--- config.mk ---
export PLATFORM = sky130hd
export DESIGN_NAME = ipv6_header_chain_parser_flat
export DESIGN_NICKNAME = d
export VERILOG_FILES = /design/src/rtl/ihcp_pkg.sv /design/src/rtl/ihcp_byte_if.sv /design/src/rtl/ihcp_rec_if.sv /design/src/rtl/ihcp_front.sv /design/src/rtl/ihcp_queue.sv /design/src/rtl/ipv6_header_chain_parser.sv /design/src/flat_wrapper.sv
export VERILOG_INCLUDE_DIRS = /design/src /design/src/rtl
export SDC_FILE = /design/constraint.sdc
export NUM_CORES = 2
export LEC_CHECK = 0
export BUFFER_PORTS_ARGS = -buffer_cell sky130_fd_sc_hd__buf_2
export CAP_MARGIN = 40
export CORE_ASPECT_RATIO = 0.8
export CORE_MARGIN = 3
export CORE_UTILIZATION = 45
export DETAILED_ROUTE_END_ITERATION = 6
export GPL_ROUTABILITY_DRIVEN = 0
export GPL_TIMING_DRIVEN = 0
export REMOVE_ABC_BUFFERS = 1
export SLEW_MARGIN = 20
export SYNTH_ARGS = -nofsm -noshare
export SYNTH_HDL_FRONTEND = slang
export SYNTH_SLANG_ARGS = --single-unit
--- constraint.sdc ---
create_clock -name clk -period 12.9 [get_ports clk]
set_clock_uncertainty 0.2 [all_clocks]
set_input_delay 0.645 -clock clk [delete_from_list [all_inputs] [get_ports clk]]
set_output_delay 0.645 -clock clk [all_outputs]
set_load 0.02 [all_outputs]
--- src/rtl/ipv6_header_chain_parser_assert.svh ---
// Assertion macros used by the parser's top-level RTL file.
`ifndef IPV6_HEADER_CHAIN_PARSER_ASSERT_SVH
`define IPV6_HEADER_CHAIN_PARSER_ASSERT_SVH

// Same-cycle implication, checked outside reset.
`define IHCP_ASSERT_NOW(lbl, clk, rstn, ante, cons, msg) \
    lbl: assert property (@(posedge clk) disable iff (!rstn) (ante) |-> (cons)) \
        else $error(msg);

// Next-cycle implication, checked outside reset.
`define IHCP_ASSERT_NEXT(lbl, clk, rstn, ante, cons, msg) \
    lbl: assert property (@(posedge clk) disable iff (!rstn) (ante) |=> (cons)) \
        else $error(msg);

`endif

--- src/rtl/ihcp_pkg.sv ---
package ihcp_pkg;

    localparam int unsigned MAX_PACKET_BYTES = 65536;
    localparam int unsigned POS_W = 17;
    localparam int unsigned MAX_REC = 7;
    localparam int unsigned QUEUE_DEPTH = 4;

    // Record kinds.
    localparam logic [3:0] K_DST_HI    = 4'd0;
    localparam logic [3:0] K_DST_LO    = 4'd1;
    localparam logic [3:0] K_SRC_HI    = 4'd2;
    localparam logic [3:0] K_SRC_LO    = 4'd3;
    localparam logic [3:0] K_HOP_LIMIT = 4'd4;
    localparam logic [3:0] K_SEGS_LEFT = 4'd5;
    localparam logic [3:0] K_ROUTE_HI  = 4'd6;
    localparam logic [3:0] K_ROUTE_LO  = 4'd7;
    localparam logic [3:0] K_FRAG_OFS  = 4'd8;
    localparam logic [3:0] K_FRAG_MORE = 4'd9;
    localparam logic [3:0] K_FRAG_ID   = 4'd10;
    localparam logic [3:0] K_PROTOCOL  = 4'd11;
    localparam logic [3:0] K_PAY_OFS   = 4'd12;
    localparam logic [3:0] K_TOO_SHORT = 4'd13;
    localparam logic [3:0] K_TRUNCATED = 4'd14;

    // Extension header types.
    localparam logic [7:0] HT_HOP_BY_HOP = 8'd0;
    localparam logic [7:0] HT_ROUTING    = 8'd43;
    localparam logic [7:0] HT_FRAGMENT   = 8'd44;
    localparam logic [7:0] HT_DEST_OPTS  = 8'd60;

    typedef struct packed {
        logic [3:0]  kind;
        logic [6:0]  index;
        logic [63:0] value;
        logic        last;
    } rec_t;

    typedef struct packed {
        logic [2:0] pend_cnt;
    } front_stat_t;

    typedef struct packed {
        logic [2:0] count;
    } queue_stat_t;

    function automatic logic is_ext(input logic [7:0] t);
        return (t == HT_HOP_BY_HOP) || (t == HT_ROUTING) ||
               (t == HT_FRAGMENT) || (t == HT_DEST_OPTS);
    endfunction

endpackage

--- src/rtl/ihcp_byte_if.sv ---
interface ihcp_byte_if;
    logic       valid;
    logic       ready;
    logic [7:0] data_byte;
    logic       last_byte;

    modport source (output valid, output data_byte, output last_byte, input ready);
    modport sink (input valid, input data_byte, input last_byte, output ready);
endinterface

--- src/rtl/ihcp_rec_if.sv ---
interface ihcp_rec_if;
    logic        valid;
    logic        ready;
    logic [3:0]  record_kind;
    logic [6:0]  record_index;
    logic [63:0] record_value;
    logic        last_of_run;

    modport source (output valid, output record_kind, output record_index,
                    output record_value, output last_of_run, input ready);
    modport sink (input valid, input record_kind, input record_index,
                  input record_value, input last_of_run, output ready);
endinterface

--- src/rtl/ihcp_front.sv ---
module ihcp_front
    import ihcp_pkg::*;
(
    input  logic          clk,
    input  logic          rst_n,
    ihcp_byte_if.sink     byte_in,
    ihcp_rec_if.source    rec_q,
    output front_stat_t   stat
);

    localparam logic [1:0] PH_FIXED = 2'd0;
    localparam logic [1:0] PH_CHAIN = 2'd1;
    localparam logic [1:0] PH_DONE  = 2'd2;

    logic [1:0]       phase_reg, phase_next;
    logic [POS_W-1:0] pos_reg, pos_next;
    logic [7:0]       cur_reg, cur_next;
    logic [7:0]       nxt_reg, nxt_next;
    logic [POS_W-1:0] hstart_reg, hstart_next;
    logic [POS_W-1:0] hend_reg, hend_next;
    logic [7:0]       rtype_reg, rtype_next;
    logic [15:0]      frag_reg, frag_next;
    logic [7:0]       hop_reg, hop_next;
    logic [63:0]      acc_reg, acc_next;
    logic [63:0]      halves_reg [4];
    logic [63:0]      halves_next [4];

    rec_t             pend_reg [MAX_REC];
    rec_t             pend_next [MAX_REC];
    logic [2:0]       cnt_reg, cnt_next;

    rec_t             recs [MAX_REC];
    logic [2:0]       n;
    logic             accept;
    logic             push;

    logic [7:0]       b;
    logic [POS_W-1:0] o;
    logic [POS_W-1:0] rel;
    logic [POS_W-1:0] tmp8;
    logic [7:0]       k;
    logic [17:0]      lim;
    logic [7:0]       nxt_eff;
    logic [POS_W-1:0] hend_eff;
    logic [15:0]      frag_new;
    logic             do_enter;
    logic [7:0]       ent_type;
    logic [POS_W-1:0] ent_start;

    assign b      = byte_in.data_byte;
    assign push   = (cnt_reg != 3'd0) && rec_q.ready;
    assign accept = byte_in.valid && byte_in.ready;

    // A new byte may enter once at most one record is left and it leaves now.
    assign byte_in.ready = (cnt_reg == 3'd0) || ((cnt_reg == 3'd1) && push);

    assign rec_q.valid        = (cnt_reg != 3'd0);
    assign rec_q.record_kind  = pend_reg[0].kind;
    assign rec_q.record_index = pend_reg[0].index;
    assign rec_q.record_value = pend_reg[0].value;
    assign rec_q.last_of_run  = pend_reg[0].last;
    assign stat.pend_cnt      = cnt_reg;

    // Parse one byte: update header state and build the list of records it causes.
    always_comb
    begin
        phase_next  = phase_reg;
        pos_next    = pos_reg;
        cur_next    = cur_reg;
        nxt_next    = nxt_reg;
        hstart_next = hstart_reg;
        hend_next   = hend_reg;
        rtype_next  = rtype_reg;
        frag_next   = frag_reg;
        hop_next    = hop_reg;
        acc_next    = acc_reg;
        for (int i = 0; i < 4; i++)
        begin
            halves_next[i] = halves_reg[i];
        end
        for (int i = 0; i < MAX_REC; i++)
        begin
            recs[i] = '0;
        end
        n         = 3'd0;
        do_enter  = 1'b0;
        ent_type  = nxt_reg;
        ent_start = hend_reg;
        o         = pos_reg - hstart_reg;
        rel       = o - POS_W'(8);
        tmp8      = pos_reg - POS_W'(8);
        k         = 8'(rel[POS_W-1:4]) + 8'd1;
        lim       = {1'b0, hstart_reg} + 18'd8 + {6'd0, k, 4'd0};
        nxt_eff   = nxt_reg;
        hend_eff  = hend_reg;
        frag_new  = {frag_reg[7:0], b};

        if (phase_reg == PH_FIXED)
        begin
            if (pos_reg == POS_W'(6))
            begin
                nxt_next = b;
            end
            else if (pos_reg == POS_W'(7))
            begin
                hop_next = b;
            end
            if ((pos_reg >= POS_W'(8)) && (pos_reg <= POS_W'(39)))
            begin
                acc_next = {acc_reg[55:0], b};
                if (pos_reg[2:0] == 3'd7)
                begin
                    halves_next[tmp8[4:3]] = acc_next;
                end
            end
            if (pos_reg == POS_W'(39))
            begin
                recs[0] = '{kind: K_DST_HI, index: 7'd0, value: halves_reg[2], last: 1'b0};
                recs[1] = '{kind: K_DST_LO, index: 7'd0, value: acc_next, last: 1'b0};
                recs[2] = '{kind: K_SRC_HI, index: 7'd0, value: halves_reg[0], last: 1'b0};
                recs[3] = '{kind: K_SRC_LO, index: 7'd0, value: halves_reg[1], last: 1'b0};
                recs[4] = '{kind: K_HOP_LIMIT, index: 7'd0, value: {56'd0, hop_reg},
                            last: 1'b0};
                n         = 3'd5;
                do_enter  = 1'b1;
                ent_type  = nxt_reg;
                ent_start = POS_W'(40);
            end
            else if (byte_in.last_byte)
            begin
                recs[0] = '{kind: K_TOO_SHORT, index: 7'd0,
                            value: 64'(pos_reg) + 64'd1, last: 1'b0};
                n = 3'd1;
            end
        end
        else if (phase_reg == PH_CHAIN)
        begin
            if (pos_reg >= POS_W'(MAX_PACKET_BYTES))
            begin
                recs[0] = '{kind: K_TRUNCATED, index: 7'd0, value: 64'd0, last: 1'b0};
                n = 3'd1;
                phase_next = PH_DONE;
            end
            else
            begin
                // Common fields: next header and extension length.
                if (o == POS_W'(0))
                begin
                    nxt_eff = b;
                end
                else if ((o == POS_W'(1)) && (cur_reg != HT_FRAGMENT))
                begin
                    hend_eff = hstart_reg + {6'd0, b, 3'd0} + POS_W'(8);
                end
                nxt_next  = nxt_eff;
                hend_next = hend_eff;

                if (cur_reg == HT_ROUTING)
                begin
                    if (o == POS_W'(2))
                    begin
                        rtype_next = b;
                    end
                    else if ((o == POS_W'(3)) && (rtype_reg == 8'd0))
                    begin
                        recs[n] = '{kind: K_SEGS_LEFT, index: 7'd0, value: {56'd0, b},
                                    last: 1'b0};
                        n = n + 3'd1;
                    end
                    else if ((o >= POS_W'(8)) && (rtype_reg == 8'd0))
                    begin
                        if (lim <= {1'b0, hend_eff})
                        begin
                            acc_next = {acc_reg[55:0], b};
                            if (rel[3:0] == 4'd7)
                            begin
                                recs[n] = '{kind: K_ROUTE_HI, index: k[6:0], value: acc_next,
                                            last: 1'b0};
                                n = n + 3'd1;
                            end
                            else if (rel[3:0] == 4'd15)
                            begin
                                recs[n] = '{kind: K_ROUTE_LO, index: k[6:0], value: acc_next,
                                            last: 1'b0};
                                n = n + 3'd1;
                            end
                        end
                    end
                end
                else if (cur_reg == HT_FRAGMENT)
                begin
                    if ((o == POS_W'(2)) || (o == POS_W'(3)))
                    begin
                        frag_next = frag_new;
                    end
                    if (o == POS_W'(3))
                    begin
                        recs[n] = '{kind: K_FRAG_OFS, index: 7'd0,
                                    value: {51'd0, frag_new[15:3]}, last: 1'b0};
                        n = n + 3'd1;
                        recs[n] = '{kind: K_FRAG_MORE, index: 7'd0,
                                    value: {63'd0, frag_new[0]}, last: 1'b0};
                        n = n + 3'd1;
                    end
                    else if ((o >= POS_W'(4)) && (o <= POS_W'(7)))
                    begin
                        acc_next = {acc_reg[55:0], b};
                        if (o == POS_W'(7))
                        begin
                            recs[n] = '{kind: K_FRAG_ID, index: 7'd0,
                                        value: {32'd0, acc_next[31:0]}, last: 1'b0};
                            n = n + 3'd1;
                        end
                    end
                end

                if (({1'b0, pos_reg} + 18'd1) == {1'b0, hend_eff})
                begin
                    do_enter  = 1'b1;
                    ent_type  = nxt_eff;
                    ent_start = hend_eff;
                end
            end
        end

        // Step into the next header, or finish the chain on an upper-layer type.
        if (do_enter)
        begin
            cur_next    = ent_type;
            hstart_next = ent_start;
            if (is_ext(ent_type))
            begin
                phase_next = PH_CHAIN;
                hend_next  = ent_start + POS_W'(8);
                rtype_next = 8'd0;
                frag_next  = 16'd0;
                acc_next   = 64'd0;
            end
            else
            begin
                recs[n] = '{kind: K_PROTOCOL, index: 7'd0, value: {56'd0, ent_type},
                            last: 1'b0};
                n = n + 3'd1;
                recs[n] = '{kind: K_PAY_OFS, index: 7'd0, value: 64'(ent_start),
                            last: 1'b0};
                n = n + 3'd1;
                phase_next = PH_DONE;
            end
        end

        // End of packet, or advance the saturating byte position.
        if (byte_in.last_byte)
        begin
            if (phase_next == PH_CHAIN)
            begin
                recs[n] = '{kind: K_TRUNCATED, index: 7'd0, value: 64'd0, last: 1'b0};
                n = n + 3'd1;
            end
            phase_next = PH_FIXED;
            pos_next   = '0;
        end
        else if (pos_reg != '1)
        begin
            pos_next = pos_reg + POS_W'(1);
        end

        if (n != 3'd0)
        begin
            recs[n - 3'd1].last = 1'b1;
        end
    end

    // Pending list: loaded on an accepted byte, shifted out one record per cycle while the queue takes it.
    always_comb
    begin
        cnt_next = cnt_reg;
        for (int i = 0; i < MAX_REC; i++)
        begin
            pend_next[i] = pend_reg[i];
        end
        if (accept)
        begin
            cnt_next = n;
            for (int i = 0; i < MAX_REC; i++)
            begin
                pend_next[i] = recs[i];
            end
        end
        else if (push)
        begin
            cnt_next = cnt_reg - 3'd1;
            for (int i = 0; i < MAX_REC - 1; i++)
            begin
                pend_next[i] = pend_reg[i + 1];
            end
            pend_next[MAX_REC - 1] = '0;
        end
    end

    always_ff @(posedge clk or negedge rst_n)
    begin
        if (!rst_n)
        begin
            phase_reg  <= PH_FIXED;
            pos_reg    <= '0;
            cur_reg    <= '0;
            nxt_reg    <= '0;
            hstart_reg <= '0;
            hend_reg   <= '0;
            rtype_reg  <= '0;
            frag_reg   <= '0;
            hop_reg    <= '0;
            acc_reg    <= '0;
            cnt_reg    <= '0;
        end
        else
        begin
            cnt_reg <= cnt_next;
            if (accept)
            begin
                phase_reg  <= phase_next;
                pos_reg    <= pos_next;
                cur_reg    <= cur_next;
                nxt_reg    <= nxt_next;
                hstart_reg <= hstart_next;
                hend_reg   <= hend_next;
                rtype_reg  <= rtype_next;
                frag_reg   <= frag_next;
                hop_reg    <= hop_next;
                acc_reg    <= acc_next;
            end
        end
    end

    // Address halves and pending records carry payload only.
    always_ff @(posedge clk)
    begin
        if (accept)
        begin
            for (int i = 0; i < 4; i++)
            begin
                halves_reg[i] <= halves_next[i];
            end
        end
        for (int i = 0; i < MAX_REC; i++)
        begin
            pend_reg[i] <= pend_next[i];
        end
    end

endmodule

--- src/rtl/ihcp_queue.sv ---
module ihcp_queue
    import ihcp_pkg::*;
(
    input  logic          clk,
    input  logic          rst_n,
    ihcp_rec_if.sink      rec_q,
    ihcp_rec_if.source    rec_out,
    output queue_stat_t   stat
);

    rec_t       mem [QUEUE_DEPTH];
    logic [1:0] wr_reg, wr_next;
    logic [1:0] rd_reg, rd_next;
    logic [2:0] count_reg, count_next;
    logic       wr_en;
    logic       rd_en;

    assign rec_q.ready = (count_reg != 3'(QUEUE_DEPTH));
    assign wr_en       = rec_q.valid && rec_q.ready;
    assign rd_en       = rec_out.valid && rec_out.ready;

    assign rec_out.valid        = (count_reg != 3'd0);
    assign rec_out.record_kind  = mem[rd_reg].kind;
    assign rec_out.record_index = mem[rd_reg].index;
    assign rec_out.record_value = mem[rd_reg].value;
    assign rec_out.last_of_run  = mem[rd_reg].last;
    assign stat.count           = count_reg;

    // Pointer and fill-count update.
    always_comb
    begin
        wr_next    = wr_en ? wr_reg + 2'd1 : wr_reg;
        rd_next    = rd_en ? rd_reg + 2'd1 : rd_reg;
        count_next = count_reg + 3'(wr_en) - 3'(rd_en);
    end

    always_ff @(posedge clk or negedge rst_n)
    begin
        if (!rst_n)
        begin
            wr_reg    <= '0;
            rd_reg    <= '0;
            count_reg <= '0;
        end
        else
        begin
            wr_reg    <= wr_next;
            rd_reg    <= rd_next;
            count_reg <= count_next;
        end
    end

    // Record storage.
    always_ff @(posedge clk)
    begin
        if (wr_en)
        begin
            mem[wr_reg] <= '{kind: rec_q.record_kind, index: rec_q.record_index,
                             value: rec_q.record_value, last: rec_q.last_of_run};
        end
    end

endmodule

--- src/rtl/ipv6_header_chain_parser.sv ---
// Channel   Dir  Payload                                              Item
// byte_in   in   data_byte[7:0], last_byte                            one packet byte
// rec_out   out  record_kind[3:0], record_index[6:0],                 one parse record
//                record_value[63:0], last_of_run
//
// A byte that causes no record or one record is taken every cycle while the queue has room.
// A byte that causes several records stalls the input until all but its last have left,
// since the front parser hands its records to the four-entry record queue one per cycle.
// The header byte at offset 39 causes up to seven records.
// Reset is asynchronous and active low; no clearing pass is needed.
// A stalled output fills the record queue before it stops the byte input.
module ipv6_header_chain_parser
    import ihcp_pkg::*;
(
    input  logic        clk,
    input  logic        rst_n,
    ihcp_byte_if.sink   byte_in,
    ihcp_rec_if.source  rec_out
);

`include "ipv6_header_chain_parser_assert.svh"

    ihcp_rec_if  rec_q ();
    front_stat_t front_stat;
    queue_stat_t queue_stat;

    // Front: parses bytes and produces records.
    ihcp_front u_front (
        .clk     (clk),
        .rst_n   (rst_n),
        .byte_in (byte_in),
        .rec_q   (rec_q),
        .stat    (front_stat)
    );

    // Back: record queue feeding the output.
    ihcp_queue u_queue (
        .clk     (clk),
        .rst_n   (rst_n),
        .rec_q   (rec_q),
        .rec_out (rec_out),
        .stat    (queue_stat)
    );

    // A byte is only taken when the pending list is nearly drained.
    `IHCP_ASSERT_NOW(a_accept_drained, clk, rst_n, byte_in.valid && byte_in.ready,
        front_stat.pend_cnt <= 3'd1, "byte accepted with records still pending")
    // The queue never holds more than its depth.
    `IHCP_ASSERT_NOW(a_queue_bound, clk, rst_n, 1'b1,
        queue_stat.count <= 3'(QUEUE_DEPTH), "record queue overfilled")
    // A full queue cannot take a record in the same cycle it stays unread.
    `IHCP_ASSERT_NEXT(a_full_holds, clk, rst_n,
        queue_stat.count == 3'(QUEUE_DEPTH) && !rec_out.ready,
        queue_stat.count == 3'(QUEUE_DEPTH), "full queue changed without a read")

endmodule

--- src/flat_wrapper.sv ---
// flat-port wrapper written by rule: the top's interface ports become plain ports
module ipv6_header_chain_parser_flat import ihcp_pkg::*;
  (clk, rst_n, byte_in_valid, byte_in_data_byte, byte_in_last_byte, byte_in_ready, rec_out_valid, rec_out_record_kind, rec_out_record_index, rec_out_record_value, rec_out_last_of_run, rec_out_ready);
  ihcp_byte_if byte_in_i ();
  ihcp_rec_if rec_out_i ();
  input  logic clk;
  input  logic rst_n;
  input wire logic [$bits(byte_in_i.valid)-1:0] byte_in_valid;
  input wire logic [$bits(byte_in_i.data_byte)-1:0] byte_in_data_byte;
  input wire logic [$bits(byte_in_i.last_byte)-1:0] byte_in_last_byte;
  output wire logic [$bits(byte_in_i.ready)-1:0] byte_in_ready;
  output wire logic [$bits(rec_out_i.valid)-1:0] rec_out_valid;
  output wire logic [$bits(rec_out_i.record_kind)-1:0] rec_out_record_kind;
  output wire logic [$bits(rec_out_i.record_index)-1:0] rec_out_record_index;
  output wire logic [$bits(rec_out_i.record_value)-1:0] rec_out_record_value;
  output wire logic [$bits(rec_out_i.last_of_run)-1:0] rec_out_last_of_run;
  input wire logic [$bits(rec_out_i.ready)-1:0] rec_out_ready;
  assign byte_in_i.valid = byte_in_valid;
  assign byte_in_i.data_byte = byte_in_data_byte;
  assign byte_in_i.last_byte = byte_in_last_byte;
  assign byte_in_ready = byte_in_i.ready;
  assign rec_out_valid = rec_out_i.valid;
  assign rec_out_record_kind = rec_out_i.record_kind;
  assign rec_out_record_index = rec_out_i.record_index;
  assign rec_out_record_value = rec_out_i.record_value;
  assign rec_out_last_of_run = rec_out_i.last_of_run;
  assign rec_out_i.ready = rec_out_ready;
  ipv6_header_chain_parser u_core (.clk(clk), .rst_n(rst_n), .byte_in(byte_in_i), .rec_out(rec_out_i));
endmodule
# After elaboration in Yosys (flattened, before gate mapping)
# Memories as Yosys holds them, arrays and structs flattened.
# Index checks and enable logic that the tools add are counted.
# totals
reg_bits,175
latch_bits,0
mem_bits_rw,1092
mem_bits_ro,0
output_inout_bits,78
elab_cells,259
n_memories,3
# op_classes
add_sub_neg,21
multipliers,0
n_div,0
magnitude_cmp,17
eq_ne,24
shift,0
n_mux,137
n_bitwise,9
n_reduce_logical,34
# mem_list
memory,depth,width,read_ports,rd_clocked_by_memory_dff,wr,line,rtl
u_core.u_front.pend_reg,7,76,7,0,7,ihcp_front.sv:28,rec_t pend_reg [MAX_REC];
u_core.u_queue.mem,4,76,1,0,1,ihcp_queue.sv:11,rec_t mem [QUEUE_DEPTH];
u_core.u_front.halves_reg,4,64,4,0,4,ihcp_front.sv:25,logic [63:0] halves_reg [4];
# ops
cell,n
532-bit 2-to-1 mux,7
532-bit bitwise mux,3
76-bit 2-to-1 mux,13
64-bit 2-to-1 mux,15
76-bit demux with 3-bit select,4
256-bit 2-to-1 mux,3
511-bit AND,1
511-bit inverter,1
152-bit 2-to-1 mux,3
75-bit 2-to-1 mux,6
301-bit 2-to-1 mux,1
17-bit 2-to-1 mux,17
256-bit bitwise mux,1
228-bit 2-to-1 mux,1
64-bit demux with 2-bit select,1
16-bit 2-to-1 mux,8
8-bit 2-to-1 mux,16
"17-bit by 3-bit == test with 1-bit output, second input constant",3
3-bit 2-to-1 mux,14
"8-bit by 6-bit == test with 1-bit output, second input constant",5
"17-bit by 1-bit adder with 18-bit output, second input constant",2
"17-bit by 4-bit adder with 17-bit output, second input constant",2
"17-bit by 2-bit == test with 1-bit output, second input constant",2
"17-bit by 4-bit greater-or-equal comparator with 1-bit output, second input constant",2
51 further kinds,111

# Depth between registers and ports, before layout
# logic_depth
word_depth,33
mapped_depth,43
mapped_depth_nobuf,39

# By module
# Synthesis repeated with hierarchy kept, for this count alone.
# unflattened
hier_cells,3339
area_unflattened_um2,45288.4
# modules_own_cells
module,n_inst,cells_each,area_per_inst_um2
ihcp_front,1,2900,33847.5
ihcp_queue,1,439,11441.0

# Worst setup path before layout
# OpenSTA, ideal clock, no wires.
# synth_timing
path_type,register to register
startpoint,reg u_core.u_queue.stat[1] (netlist name)
endpoint,"mem u_core.u_front.pend_reg[0][0] (netlist name), enable pin"
arrival_time_ns,7.621
setup_slack_ns,2.503
path_stages_with_launch,10
n_path_buf,3
period_less_slack_ns,10.397
path_cell_list,dfrtp_1 nor2_1 nand2_1 a21oi_1 nor2_1 nand2_1 clkbuf_1 clkbuf_1 clkbuf_1 nand2_1
# synth_rtl
element,line
"end, declared",ihcp_front.sv:28

==> summary.txt <==
Setup path
  – Critical Path Fanout Max: 12
  – WP data required: 13120 ps
  – Worst setup SP type: register
  – Crit path capture type: register
  – CP peak stage delay: 540 ps
  – Most Frequent Cell on Critical Path: ha_1
  – R2R Setup Slk: 600 ps
  – Type of the worst setup path: reg -> reg
  – CP arrival: 12520 ps
  – CP max-delay cell: a211oi_1

Floorplan
  – Num rows: 102
  – Die width: 359 µm
  – Top-Level Pins: 91
  – Die area: 103000 µm²
  – Height of the die: 288 µm
  – Core Area: 97800 µm²
  – Initial core utilization: 0.459

Pwr
  – Power per Cell Area: 224 nW/µm²
  – Final Power: 11.5 mW
  – Peak supply drop: 0.311 mV
  – Leak: 19.0 nW

Finish
  – Max FFs per register: 349
  – Net count, final: 3513
  – Final instance area: 51300 µm²
  – Filler cells: 8143
  – Layout cells sized above 1: 0.161
  – Synthesis-to-finish area growth: 14.5%
  – Final cell count without fillers: 4800

Job
  – Max cap viols: 0

Timing
  – Actual slew at the worst max-slew pin: 970 ps
  – Final worst slack: 602 ps
  – Fin. max-slew vios: 0
  – Slew headroom: 0.353
  – Final setup fails: 0
  – Final period utilization: 0.953
  – Unrepaired setup endpoints after global routing: false
  – Fmax: 81.3 MHz
  – Min Tclk post-route: 12300 ps
  – Final hold violations: 0

Logic synthesis
  – Synth Instances: 3265
  – Sequential area share after synthesis: 0.659
  – Top cell type's share of synthesized area: 0.566
  – Ys async rst share: 0.165
  – Post-Syn Area: 44800 µm²
  – Syn avg cell area: 13.7 µm²
  – Warnings from Yosys: 0
  – Synthesized flop and latch total: 1012
  – Synth Flop Type: edfxtp_1
  – Post-synth EDFFs: 845
  – Post-synth top area cell: edfxtp_1
  – Leading post-synthesis cells by cell area: edfxtp_1, dfrtp_1, mux4_2
  – Distinct cells, synth: 94

Placed design
  – Placed inst area: 48000 µm²
  – Final HPWL DP: 82100 µm
  – I/O Buffers: 90
  – Inst Count DP: 4604
  – Placement Setup Slack: 1050 ps

CTS
  – CTS sink count: 1012
  – Clock Path Buffers: 3
  – Post_cts resized: 0
  – Root Driver: clkbuf_16
  – Latest clock arrival within the worst-skew pair: 680 ps
  – Cts bufs inserted: 99
  – CTS tree: yes
  – Worst-path clk slew: 60 ps
  – CTS HTree Levels: 3

Drt
  – DRC: 0
  – Initial DRC Count: 3654
  – Avg WL per Cell: 25.4 µm
  – Post-DRT Antenna Nets: 0
  – DR vias: 29.2k
  – Number of iterations in the first detailed-routing pass: 6
  – DRT Wirelength: 122000 µm
  – Vias per cell: 6.09

Global routing
  – Grt ovf: 0
  – M3 GR Usage: 0.0552
  – Pin count of the biggest net entering global routing: 83
  – Global routing usage on met1: 0.339
  – GR Util met2: 0.346
  – Vias in the first global route: 28.4k
  – First-pass GRT wire length: 182000 µm
  – Most used routing layer: met2
  – GRT Overall Usage: 0.230
  – Initial antenna violation count: 7

Status
  – Outcome: completed

Hold path
  – Hold crit path type: in -> reg
[final cells by class]
cell class	instances	area (µm²)	share of cell area
Antenna cell	1	2.50	0.0000488
Clock buffer	123	2680	0.0522
Clock inverter	62	573	0.0112
Inverter	70	263	0.00512
Multi-Input combinational cell	2009	14500	0.282
Sequential cell	1012	29600	0.576
Tap cell	1300	1630	0.0317
Timing Repair Buffer	223	2130	0.0415
[worst paths after layout]
path	start	endpoint	cells after the start
max in group asynchronous	rst_n	u_core.u_front.pos_reg[10]	3
setup / recovery	u_core.u_front.pos_reg[0]	u_core.u_front.pend_reg[0][41]	43
hold reg to reg	u_core.u_front.pend_reg[0][41]	u_core.u_queue.mem[2][41]	0
hold / removal	rec_out_ready	u_core.u_queue.rd_reg[0]	3
setup reg to reg	u_core.u_front.pos_reg[0]	u_core.u_front.pend_reg[0][41]	43
min in group asynchronous	rst_n	u_core.u_front.acc_reg[63]	2
[power breakdown]
group	internal, mW	switching (mW)
clock	1.61	1.26
combinational	1.15	2.05
sequential	5.02	0.387
total	7.78	3.70
[cells in the mapped netlist, types with 20 or more instances]
master / number
a21o_1: 20
a21oi_1: 136
a22o_1: 158
a22oi_1: 55
and3_1: 83
clkbuf_1: 152
dfrtp_1: 167
edfxtp_1: 845
ha_1: 81
inv_1: 65
mux2_2: 24
mux2i_1: 88
mux4_2: 76
nand2_1: 376
nand3_1: 53
nor2_1: 140
nor3_1: 31
o21ai_0: 201
o22ai_1: 41
xnor2_1: 70
xor2_1: 31
[worst max-delay path: cells and delay by family, from the launching register on]
| family | cells | cell delay [ps] |
|---|---|---|
| AOI/OAI and AO/OA | 13 | 3740 |
| xor gates and xnor gates | 4 | 1300 |
| adders and majority gates | 5 | 1720 |
| buffers and inverters | 7 | 1450 |
| DFF | 1 | 530 |
| and+or+nand+nor | 14 | 3060 |
[metal layers]
layer	vias up	share of wire	routed length [µm]
li1	12800	-	-
met1	14800	0.44	53000
met2	1375	0.44	54000
met3	212	0.098	11900
met4	4	0.022	2680
met5	-	0.00022	27
[cells by family (layout without fill, tap and decap cells)]
group	after synthesis	count (layout)	synth area share
DFF	1012	1012	0.659
and+or+nand+nor	836	836	0.0893
AOI/OAI and AO/OA	771	771	0.116
buffers and inverters	260	478	0.0231
muxes	198	198	0.0680
xor gates and xnor gates	102	102	0.0202
adders and majority gates	85	85	0.0244
other	1	18	0.0000836
[cells in the final DEF, fill, tap and decap left out, types with 41 or more instances in the layout]
cell type  Yosys  layout
edfxtp_1     845     845
nand2_1      376     371
o21ai_0      201     200
dfrtp_1      167     165
a22o_1       158     158
nor2_1       140     136
a21oi_1      136     135
buf_2         13     112
clkbuf_16      0     101
mux2i_1       88      88
and3_1        83      83
ha_1          81      81
mux4_2        76      76
xnor2_1       70      70
inv_1         65      65
a22oi_1       55      55
nand3_1       53      53
buf_4          1      53
o22ai_1       41      41
[stage by stage]
stage | hold WS (ps) | util | setup TNS, ps
floorplan | 149 | - | -2453310
global placement | 258 | 0.473 | -
detailed placement | 277 | 0.491 | 0
CTS | 122 | 0.524 | 0
global route | 141 | 0.525 | 0
finish | 156 | 0.525 | 0
[what timing repair did]
item / CTS / global route
hold endpoints to repair: 44 / 0
buffers inserted: 0 / 0
hold buffers: 1 / 0
No activity file was read; power rests on OpenSTA's default activity.
